<file path="config.mk">
export PLATFORM = sky130hd
export DESIGN_NAME = json_string_unescaper
export DESIGN_NICKNAME = d
export VERILOG_FILES = /design/src/jsu_pkg.sv /design/src/jsu_front.sv /design/src/jsu_queue.sv /design/src/jsu_back.sv /design/src/json_string_unescaper.sv
export SDC_FILE = /design/constraint.sdc
export NUM_CORES = 1
export LEC_CHECK = 0
export ABC_AREA = 1
export BUFFER_PORTS_ARGS = -buffer_cell sky130_fd_sc_hd__clkbuf_2
export CORE_ASPECT_RATIO = 0.8
export CORE_UTILIZATION = 35
export CTS_CLUSTER_SIZE = 30
export DETAILED_ROUTE_END_ITERATION = 8
export PLACE_DENSITY_LB_ADDON = 0.15
export SETUP_SLACK_MARGIN = 0.15
export SYNTH_ARGS = -nofsm -noshare
export SYNTH_HDL_FRONTEND = slang
export SYNTH_HIERARCHICAL = 1
export SYNTH_SLANG_ARGS = --single-unit
</file>
<file path="constraint.sdc">
create_clock -name clk -period 2.4 [get_ports clk]
set_clock_uncertainty 0.1 [all_clocks]
set_input_delay 0.12 -clock clk [delete_from_list [all_inputs] [get_ports clk]]
set_output_delay 0.12 -clock clk [all_outputs]
set_load 0.01 [all_outputs]
</file>
<file path="src/jsu_pkg.sv">
`timescale 1ns / 1ps
`default_nettype none

package jsu_pkg;

	typedef enum logic [1:0] {
		PH_IDLE,
		PH_STR,
		PH_ESC,
		PH_HEX
	} phase_t;

	typedef enum logic [1:0] {
		KIND_BYTE  = 2'd0,
		KIND_CLOSE = 2'd1,
		KIND_ERROR = 2'd2
	} kind_t;

	typedef struct packed {
		logic [7:0] text_byte;
		logic       end_marker;
	} in_item_t;

	typedef struct packed {
		logic [7:0] out_byte;
		kind_t      out_kind;
		logic       run_last;
	} out_item_t;

	// One input item's worth of results; cnt is 1 to 3 when queued.
	typedef struct packed {
		logic [1:0]      cnt;
		kind_t           kind;
		logic [2:0][7:0] bytes;
	} run_t;

	localparam logic [7:0] CH_QUOTE = 8'h22;
	localparam logic [7:0] CH_BSLASH = 8'h5c;
	localparam logic [7:0] CH_SLASH = 8'h2f;
	localparam logic [7:0] CH_SPACE = 8'h20;
	localparam logic [7:0] CH_TAB = 8'h09;
	localparam logic [7:0] CH_CR = 8'h0d;
	localparam logic [7:0] CH_LF = 8'h0a;
	localparam logic [7:0] CH_U = 8'h75;

	localparam logic [15:0] UTF8_MAX1 = 16'h007f;
	localparam logic [15:0] UTF8_MAX2 = 16'h07ff;
	localparam logic [7:0] UTF8_LEAD2 = 8'hc0;
	localparam logic [7:0] UTF8_LEAD3 = 8'he0;
	localparam logic [7:0] UTF8_CONT = 8'h80;

	// {ok, value}
	function automatic logic [4:0] hex_value(input logic [7:0] c);
		logic [4:0] r;
		r = '0;
		if (c >= 8'h30 && c <= 8'h39) begin
			r = {1'b1, c[3:0]};
		end else if ((c >= 8'h61 && c <= 8'h66) || (c >= 8'h41 && c <= 8'h46)) begin
			r = {1'b1, c[3:0] + 4'd9};
		end
		return r;
	endfunction

	// {ok, mapped byte}
	function automatic logic [8:0] esc_map(input logic [7:0] c);
		logic [8:0] r;
		r = '0;
		case (c)
			CH_QUOTE:  r = {1'b1, CH_QUOTE};
			CH_BSLASH: r = {1'b1, CH_BSLASH};
			CH_SLASH:  r = {1'b1, CH_SLASH};
			8'h62:     r = {1'b1, 8'h08};
			8'h66:     r = {1'b1, 8'h0c};
			8'h6e:     r = {1'b1, CH_LF};
			8'h72:     r = {1'b1, CH_CR};
			8'h74:     r = {1'b1, CH_TAB};
			default:   r = '0;
		endcase
		return r;
	endfunction

endpackage

`default_nettype wire

</file>
<file path="src/jsu_front.sv">
`timescale 1ns / 1ps
`default_nettype none

module jsu_front import jsu_pkg::*; (
	input  wire logic     clk,
	input  wire logic     arst_n,
	input  wire logic     src_valid,
	output logic          src_stall,
	input  wire in_item_t src_item,
	input  wire logic     full,
	output logic          push,
	output run_t          push_run
);

	phase_t      phase_q, phase_d;
	logic [1:0]  digits_q, digits_d;
	logic [15:0] cp_q, cp_d;

	logic        accept;
	logic [7:0]  c;
	logic [4:0]  hv;
	logic [8:0]  em;
	logic [15:0] cp_next;
	logic        is_ws;

	assign src_stall = full;
	assign accept = src_valid && !full;
	assign c = src_item.text_byte;
	assign hv = hex_value(c);
	assign em = esc_map(c);
	assign cp_next = {cp_q[11:0], hv[3:0]};
	assign is_ws = (c == CH_SPACE) || (c == CH_TAB) || (c == CH_CR) || (c == CH_LF);

	always_comb begin
		phase_d = phase_q;
		if (accept) begin
			if (src_item.end_marker) begin
				phase_d = PH_IDLE;
			end else begin
				unique case (phase_q)
					PH_IDLE: begin
						if (c == CH_QUOTE) phase_d = PH_STR;
					end
					PH_STR: begin
						if (c == CH_QUOTE) phase_d = PH_IDLE;
						else if (c == CH_BSLASH) phase_d = PH_ESC;
					end
					PH_ESC: begin
						if (em[8]) phase_d = PH_STR;
						else if (c == CH_U) phase_d = PH_HEX;
						else phase_d = PH_IDLE;
					end
					PH_HEX: begin
						if (!hv[4]) phase_d = PH_IDLE;
						else if (digits_q == 2'd3) phase_d = PH_STR;
					end
					default: phase_d = PH_IDLE;
				endcase
			end
		end
	end

	always_comb begin
		digits_d = digits_q;
		cp_d = cp_q;
		push_run = '0;
		push_run.kind = KIND_BYTE;
		if (accept) begin
			if (phase_q == PH_HEX && !src_item.end_marker && hv[4] && digits_q != 2'd3) begin
				cp_d = cp_next;
				digits_d = digits_q + 2'd1;
			end else begin
				cp_d = '0;
				digits_d = '0;
			end
			if (src_item.end_marker) begin
				if (phase_q != PH_IDLE) begin
					push_run.cnt = 2'd1;
					push_run.kind = KIND_ERROR;
				end
			end else begin
				unique case (phase_q)
					PH_IDLE: begin
						if (c != CH_QUOTE && !is_ws) begin
							push_run.cnt = 2'd1;
							push_run.kind = KIND_ERROR;
						end
					end
					PH_STR: begin
						if (c == CH_QUOTE) begin
							push_run.cnt = 2'd1;
							push_run.kind = KIND_CLOSE;
						end else if (c != CH_BSLASH) begin
							push_run.cnt = 2'd1;
							push_run.bytes[0] = c;
						end
					end
					PH_ESC: begin
						if (em[8]) begin
							push_run.cnt = 2'd1;
							push_run.bytes[0] = em[7:0];
						end else if (c != CH_U) begin
							push_run.cnt = 2'd1;
							push_run.kind = KIND_ERROR;
						end
					end
					PH_HEX: begin
						if (!hv[4]) begin
							push_run.cnt = 2'd1;
							push_run.kind = KIND_ERROR;
						end else if (digits_q == 2'd3) begin
							if (cp_next <= UTF8_MAX1) begin
								push_run.cnt = 2'd1;
								push_run.bytes[0] = cp_next[7:0];
							end else if (cp_next <= UTF8_MAX2) begin
								push_run.cnt = 2'd2;
								push_run.bytes[0] = UTF8_LEAD2 | {3'b000, cp_next[10:6]};
								push_run.bytes[1] = UTF8_CONT | {2'b00, cp_next[5:0]};
							end else begin
								push_run.cnt = 2'd3;
								push_run.bytes[0] = UTF8_LEAD3 | {4'h0, cp_next[15:12]};
								push_run.bytes[1] = UTF8_CONT | {2'b00, cp_next[11:6]};
								push_run.bytes[2] = UTF8_CONT | {2'b00, cp_next[5:0]};
							end
						end
					end
					default: ;
				endcase
			end
		end
	end

	assign push = accept && (push_run.cnt != 2'd0);

	always_ff @(posedge clk or negedge arst_n) begin
		if (!arst_n) begin
			phase_q <= PH_IDLE;
			digits_q <= '0;
			cp_q <= '0;
		end else begin
			phase_q <= phase_d;
			digits_q <= digits_d;
			cp_q <= cp_d;
		end
	end

endmodule

`default_nettype wire

</file>
<file path="src/jsu_queue.sv">
`timescale 1ns / 1ps
`default_nettype none

module jsu_queue import jsu_pkg::*; #(
	parameter int DEPTH = 4
) (
	input  wire logic clk,
	input  wire logic arst_n,
	input  wire logic push,
	input  wire run_t push_run,
	output logic      full,
	output logic      head_valid,
	output run_t      head_run,
	input  wire logic pop
);

	localparam int PTR_W = (DEPTH > 1) ? $clog2(DEPTH) : 1;
	localparam int CNT_W = $clog2(DEPTH + 1);

	run_t             entries_q [DEPTH];
	logic [PTR_W-1:0] wr_ptr_q, rd_ptr_q;
	logic [CNT_W-1:0] count_q;

	assign full = (count_q == CNT_W'(DEPTH));
	assign head_valid = (count_q != '0);
	assign head_run = entries_q[rd_ptr_q];

	always_ff @(posedge clk) begin
		if (push) entries_q[wr_ptr_q] <= push_run;
	end

	always_ff @(posedge clk or negedge arst_n) begin
		if (!arst_n) begin
			wr_ptr_q <= '0;
			rd_ptr_q <= '0;
			count_q <= '0;
		end else begin
			if (push) begin
				wr_ptr_q <= (wr_ptr_q == PTR_W'(DEPTH - 1)) ? '0 : wr_ptr_q + 1'b1;
			end
			if (pop) begin
				rd_ptr_q <= (rd_ptr_q == PTR_W'(DEPTH - 1)) ? '0 : rd_ptr_q + 1'b1;
			end
			if (push && !pop) count_q <= count_q + 1'b1;
			else if (pop && !push) count_q <= count_q - 1'b1;
		end
	end

endmodule

`default_nettype wire

</file>
<file path="src/jsu_back.sv">
`timescale 1ns / 1ps
`default_nettype none

module jsu_back import jsu_pkg::*; (
	input  wire logic clk,
	input  wire logic arst_n,
	input  wire logic head_valid,
	input  wire run_t head_run,
	output logic      pop,
	output logic      dst_valid,
	input  wire logic dst_stall,
	output out_item_t dst_item
);

	logic [1:0] idx_q;
	logic       valid_q;
	out_item_t  item_q;
	logic       load;
	logic       last;

	assign load = !valid_q || !dst_stall;
	assign last = (idx_q == head_run.cnt - 2'd1);
	assign pop = load && head_valid && last;
	assign dst_valid = valid_q;
	assign dst_item = item_q;

	always_ff @(posedge clk or negedge arst_n) begin
		if (!arst_n) begin
			valid_q <= 1'b0;
			idx_q <= '0;
		end else if (load) begin
			valid_q <= head_valid;
			if (head_valid) idx_q <= last ? 2'd0 : idx_q + 2'd1;
		end
	end

	always_ff @(posedge clk) begin
		if (load && head_valid) begin
			item_q.out_byte <= head_run.bytes[idx_q];
			item_q.out_kind <= head_run.kind;
			item_q.run_last <= last;
		end
	end

endmodule

`default_nettype wire

</file>
<file path="src/json_string_unescaper.sv">
// JSON string unescaper: takes one text byte per item and emits decoded string
// bytes, a close marker per string, or an error marker. Input items are taken
// while the run queue (QUEUE_DEPTH entries) has room; each item's 1 to 3 results
// are queued as one run (items with none are not queued), and the output register
// sends one result per cycle while dst_stall is low, so items yielding at most one
// result sustain one per cycle and a \u escape yielding 2 or 3 UTF-8 bytes holds
// the output for its whole run. Runs pass through the queue to the output register.
`timescale 1ns / 1ps
`default_nettype none

module json_string_unescaper import jsu_pkg::*; #(
	parameter int QUEUE_DEPTH = 4
) (
	input  wire logic     clk,
	input  wire logic     arst_n,
	input  wire logic     src_valid,
	output logic          src_stall,
	input  wire in_item_t src_item,
	output logic          dst_valid,
	input  wire logic     dst_stall,
	output out_item_t     dst_item
);

	logic push, full, head_valid, pop;
	run_t push_run, head_run;

	jsu_front u_front (
		.clk      (clk),
		.arst_n   (arst_n),
		.src_valid(src_valid),
		.src_stall(src_stall),
		.src_item (src_item),
		.full     (full),
		.push     (push),
		.push_run (push_run)
	);

	jsu_queue #(.DEPTH(QUEUE_DEPTH)) u_queue (
		.clk       (clk),
		.arst_n    (arst_n),
		.push      (push),
		.push_run  (push_run),
		.full      (full),
		.head_valid(head_valid),
		.head_run  (head_run),
		.pop       (pop)
	);

	jsu_back u_back (
		.clk       (clk),
		.arst_n    (arst_n),
		.head_valid(head_valid),
		.head_run  (head_run),
		.pop       (pop),
		.dst_valid (dst_valid),
		.dst_stall (dst_stall),
		.dst_item  (dst_item)
	);

endmodule

`default_nettype wire

</file>
=== Word level (Yosys, flattened, before mapping) ===
Memory sizes are Yosys's and may differ from the RTL's.
Index checks and enable logic that the tools add are counted.
W data, S select, Z words.

* Register bits after elaboration: 37
* Bits in writable memories: 112
* Output and inout port bits: 13
* Memories kept: 1

* Add/sub/neg operators: 8
* $lt $le $gt $ge: 9
* Equality and inequality tests: 28
* Multiplexer cells: 51
* Reduce and logical (&&, ||, !) cells: 32

{| class="wikitable"
|+ Memories
! memory !! words !! width !! rd ports !! clocked after memory_dff !! wr ports !! RTL line !! source
|-
| u_queue.entries_q || 4 || 28 || 1 || 0 || 1 || jsu_queue.sv:20 || <nowiki>run_t entries_q [DEPTH];</nowiki>
|}

{| class="wikitable"
|+ Operator list
! kind !! number
|-
| $mux W24 || 3
|-
| $pmux W9 S8 || 1
|-
| $eq A8 B7 Y1 const B || 7
|-
| $mux W8 || 6
|-
| $mux W2 || 17
|-
| $mux W16 || 2
|-
| $mux W28 || 1
|-
| $eq A8 B4 Y1 const B || 3
|-
| $eq A8 B6 Y1 const B || 3
|-
| $pmux W8 S3 || 1
|-
| $bmux W8 S2 || 1
|-
| $ge A8 B7 Y1 const B || 2
|-
| $le A16 B11 Y1 const B || 1
|-
| $le A16 B7 Y1 const B || 1
|-
| $le A8 B7 Y1 const B || 2
|-
| $ne A8 B7 Y1 const B || 2
|-
| $pmux W4 S4 || 1
|-
| $mux W3 || 5
|-
| $mux W14 || 1
|-
| $logic_and A1 B1 Y1 || 13
|-
| $mux W12 || 1
|-
| $eq A2 B2 Y1 const B || 5
|-
| $mux W5 || 2
|-
| $add A2 B1 Y2 const B || 4
|-
| 25 further kinds || 43
|}

=== Depth between registers and ports, before layout ===
* Depth in word-level cells: 19
* Mapped depth: 22
* Gate-level depth less buffers: 22

=== Modules after synthesis ===
Netlist, hierarchy kept.

{| class="wikitable"
|+ Modules (own cells, without submodules)
! module !! instances !! cells an instance !! area an instance (µm²) !! seq. area each (µm²)
|-
| jsu_queue || 1 || 379 || 4,948.5 || 3,538.4
|-
| jsu_front || 1 || 282 || 1,759.2 || 400.4
|-
| jsu_back || 1 || 76 || 728.2 || 405.4
|}

=== Least setup slack after synthesis ===
No wires, ideal clock.

* Path type: register to register
* Start: reg u_queue.rd_ptr_q[0]
* End: reg u_queue.count_q[1]
* Data arrival time: 2.296 ns
* Required time: 2.183 ns
* Path slack: -0.113 ns
* Stages on the path, launching flop included: 16
* Period minus slack after synthesis: 2.513 ns
* Path through: dfrtp_1 -> inv_2 -> buf_6 -> buf_6 -> o211ai_2 -> nand2_1 -> inv_1 -> nand2_1 -> nand3_2 -> a21oi_1 -> inv_1 -> ha_1 -> inv_1 -> fa_1 -> nand2_1 -> nand2_1

{| class="wikitable"
|+ RTL lines
! element !! RTL line !! source
|-
| start: declaration || jsu_queue.sv:21 || <nowiki>logic [PTR_W-1:0] wr_ptr_q, rd_ptr_q;</nowiki>
|-
| start signal: assignment || jsu_queue.sv:42 || <nowiki>rd_ptr_q <= (rd_ptr_q == PTR_W'(DEPTH - 1)) ? '0 : rd_ptr_q + 1'b1;</nowiki>
|-
| end signal: assignment || jsu_queue.sv:44 || <nowiki>if (push && !pop) count_q <= count_q + 1'b1;</nowiki>
|-
| end signal: assignment || jsu_queue.sv:45 || <nowiki>else if (pop && !push) count_q <= count_q - 1'b1;</nowiki>
|-
| end: declaration || jsu_queue.sv:22 || <nowiki>logic [CNT_W-1:0] count_q;</nowiki>
|}

==> results by group <==
Status
  – Run status: finished clean

Worst hold path
  – Type of the tightest min-delay check: in -> reg
  – Worst hold path depth: 6
  – Min-delay src: src_valid

Power and ir drop
  – Cell area power density: between 1000 and 1500 nW/um^2
  – P_leak: about 4 nW
  – Peak supply drop: about 0.00057 V

Die
  – Die W: ~160 um
  – Die Area: ~22000 um^2
  – # rows: 47
  – Initial core utilization: between 30% and 40%
  – # IOs: 26
  – Core area: around 21000 um^2
  – Die Y-Extent: 132 um

Critical path
  – Crit path launch type: register
  – Crit path max fanout: 6
  – FF-to-FF Start: u_queue/rd_ptr_q[0]
  – CP Class: reg -> reg
  – CP arrival: 2.59 ns
  – Reg2reg path depth: 15
  – Critical path launch point: u_queue/rd_ptr_q[0]
  – Setup crit end kind: register
  – Worst endpoint required time: about 2.6 ns

Drt
  – Vias per Instance: about 4.9
  – Avg WL per Cell: about 16 um
  – DR pass1 iterations: 6
  – Via Count: roughly 5600
  – DR iter-0 viols: approximately 510
  – Drt total wl: approximately 18000 um
  – Post-route ant nets: 0
  – Drt drc: 0

Placed design
  – HPWL Detailed: approximately 13000 um
  – DP Cell Count: 1074
  – Port Buf Inserts: 25
  – GPL Wtd Cong: 0.948

Timing
  – Slew @ Worst Pin: 0.811 ns
  – Fin crit period: 2.38 ns
  – RSZ-0062 raised after global routing: true
  – Max-slew violations: 0
  – Max Fclk: about 420 MHz
  – Final worst path period share: roughly 100%
  – Fin. Hold Viols: 0
  – Final setup fails: 0
  – Worst rel slew slack: about 46%

Yosys
  – Complex-gate fraction of the synthesized area: 12.8%
  – Post-synthesis mux area share: 0%
  – Cell Area, Synth: approximately 7400 um^2
  – Post-Syn Instances: 737
  – Top cells by area, synth: edfxtp_1 50%, dfrtp_1 8.7%, nand2_1 8.5%
  – Async set or reset register ratio after synthesis: between 10% and 20%
  – Top cells by count, synth: 168 x nand2_1, 123 x edfxtp_1, 121 x inv_1
  – Sequential-to-total area share from yosys stat: 58.4%
  – Post-synth top flop: edfxtp_1
  – EDFF count, synth: roughly 120
  – Post-Synth Adder-Cell Area: 2.29%
  – Synth warnings: 6
  – Post-Synth XOR/XNOR Area: less than 1%
  – Syn_area_per_cell: roughly 10 um^2
  – Synth Register Bits: 149
  – Main combinational cell family by area after synthesis: simple AND/OR/NAND/NOR gates
  – Yosys top cell area share: approximately 50%
  – Netlist cell types: 36
  – Most common cell in the synthesized netlist: nand2_1
  – Synth area leader: edfxtp_1
  – Simple-gate share of the synthesized area: approximately 17%

Clock tree
  – Clock-pin slew on the worst setup and hold paths: ~0.070 ns
  – CTS Buf Count: 17
  – TritonCTS clock tree: done
  – CTS Buffer Depth: 2
  – Skew-Pair Late Insertion Delay: between 0.4 and 0.5 ns
  – Clock Root Buffer: clkbuf_16
  – Sink Count: approximately 150
  – H-tree levels: 4

GRT
  – Initial antenna violation count: 0
  – Total gr overflow: 0
  – Vias in the first global route: around 5400
  – First-pass GRT wire length: 28900 um
  – Largest net degree at the start of global routing: between 50 and 60
  – GRT Resource Usage Total: between 10% and 20%

Layout
  – Ant. Diodes: 0
  – Post-Layout Cell Count: between 1000 and 1500
  – Fill cells: 1971
  – Util after Layout: roughly 44%
  – Layout overhead on the synthesized area: 24.0%
  – Final layout net count: 873
  – Multi-input combinational cell area: about 2500 um^2
  – Sequential cell area: approximately 4300 um^2
  – Layout cells sized above 1: 28.6%

Flow run
  – Max-cap violations: 0
[per-stage QoR]
| stage | hold WS [ns] | area (um^2) | power [mW] | setup WS (ns) | TNS, ns |
|---|---|---|---|---|---|
| floorplan | -0.276 | 7490 | 5.58 | 0.0108 | 0 |
| global placement | 0.119 | 8300 | 6.45 | -0.0191 | -0.0801 |
| detailed placement | 0.136 | 8300 | 6.54 | -0.161 | -0.654 |
| CTS | 0.00198 | 9130 | 9.42 | 0.0709 | 0 |
| global route | 0.0528 | 9220 | 9.96 | -0.120 | -8.33 |
| finish | 0.0144 | 9220 | 9.41 | 0.0229 | 0 |
[state kept, by name, summed over array words and instances, names as in the netlist]
signal             cells
u_queue/entries_q    112
u_front/cp_q          12
u_back/dst_item       11
u_queue/count_q        3
u_back/idx_q           2
u_front/digits_q       2
u_front/phase_q        2
u_queue/rd_ptr_q       2
u_queue/wr_ptr_q       2
u_back/dst_valid       1
[cells in the final DEF (no fill, tap or decap), types with 10 or more instances in the layout]
| cell | n |
|---|---|
| ha_1 | 11 |
| o21ai_0 | 34 |
| nand3_1 | 23 |
| inv_1 | 110 |
| clkbuf_2 | 25 |
| a21oi_1 | 10 |
| edfxtp_1 | 123 |
| nand2_2 | 18 |
| o22ai_1 | 11 |
| nand2_1 | 152 |
| o211ai_2 | 12 |
| o211ai_1 | 47 |
| clkbuf_16 | 17 |
| dfrtp_1 | 24 |
| inv_2 | 10 |
| nor2_1 | 42 |
| buf_4 | 80 |
| nor2_2 | 10 |
[metal layers]
metal	routed length (um)	share of wire, %	global-route usage (%)	up-vias
met1	9210	50	25.7	2709
li1	-	-	-	2694
met5	0	0	0	-
met4	232	1.3	5.96	0
met3	671	3.7	2.83	16
met2	8170	45	26.8	135
[what timing repair did]
action | in CTS | in global routing
hold endpoints to repair | 27 | 0
cloned | 1 | 0
pin swaps | 20 | 13
endpoints found under the setup margin | 136 | 149
resized for setup | 34 | 21
hold buffers | 2 | 0
setup buffers | 15 | 5
[cell type report]
type | count | share of cell area (%)
flip-flops and latches | 149 | 47.1
multi-input cells | 431 | 27.5
repair buffers | 117 | 9.69
inverters | 130 | 5.64
clock buffers | 18 | 4.76
well taps | 269 | 3.65
clock inverters | 14 | 1.51
repair inverters | 1 | 0.0950
[worst max-delay path, cell delays in order (launching register included)]
cell	delay (ns)
dfrtp_2	0.43
clkinv_4	0.10
o211ai_1	0.21
nand2_2	0.14
inv_2	0.11
nand2_2	0.07
nand3_4	0.12
a21oi_4	0.08
inv_2	0.08
ha_4	0.15
inv_4	0.03
fa_2	0.35
nand2_2	0.10
nand3_2	0.09
nand2_2	0.06
nand2_1	0.04
[power by group]
group / internal [mW] / switching (mW) / leakage, nW / total [mW]
combinational: 1.22 / 2.17 / 2.17 / 3.39
sequential: 3.23 / 0.178 / 1.59 / 3.41
clock: 1.48 / 1.13 / 0.282 / 2.61
total: 5.94 / 3.47 / 4.04 / 9.41
[path summary, 6_finish.rpt]
| check | to | slack (ns) |
|---|---|---|
| min in group asynchronous | u_back/idx_q[1] | 0.22 |
| worst max-delay path | u_queue/count_q[2] | 0.02 |
| max in group asynchronous | u_queue/rd_ptr_q[0] | 1.41 |
| worst max register to register | u_queue/count_q[2] | 0.02 |
| worst min-delay path | u_front/cp_q[8] | 0.01 |
| worst min register to register | u_front/digits_q[1] | 0.40 |
[cells by family (layout without fill, tap and decap cells)]
kind of cell             after synthesis  count (layout)
AO/OA/AOI/OAI                        138             138
XOR/XNOR                               1               1
adder cells (fa/ha/maj)               13              13
buffers and inverters                158             280
flip-flops                           149             149
other                                  1               2
AND/OR/NAND/NOR                      277             277
(Power assumes the default switching activity.)
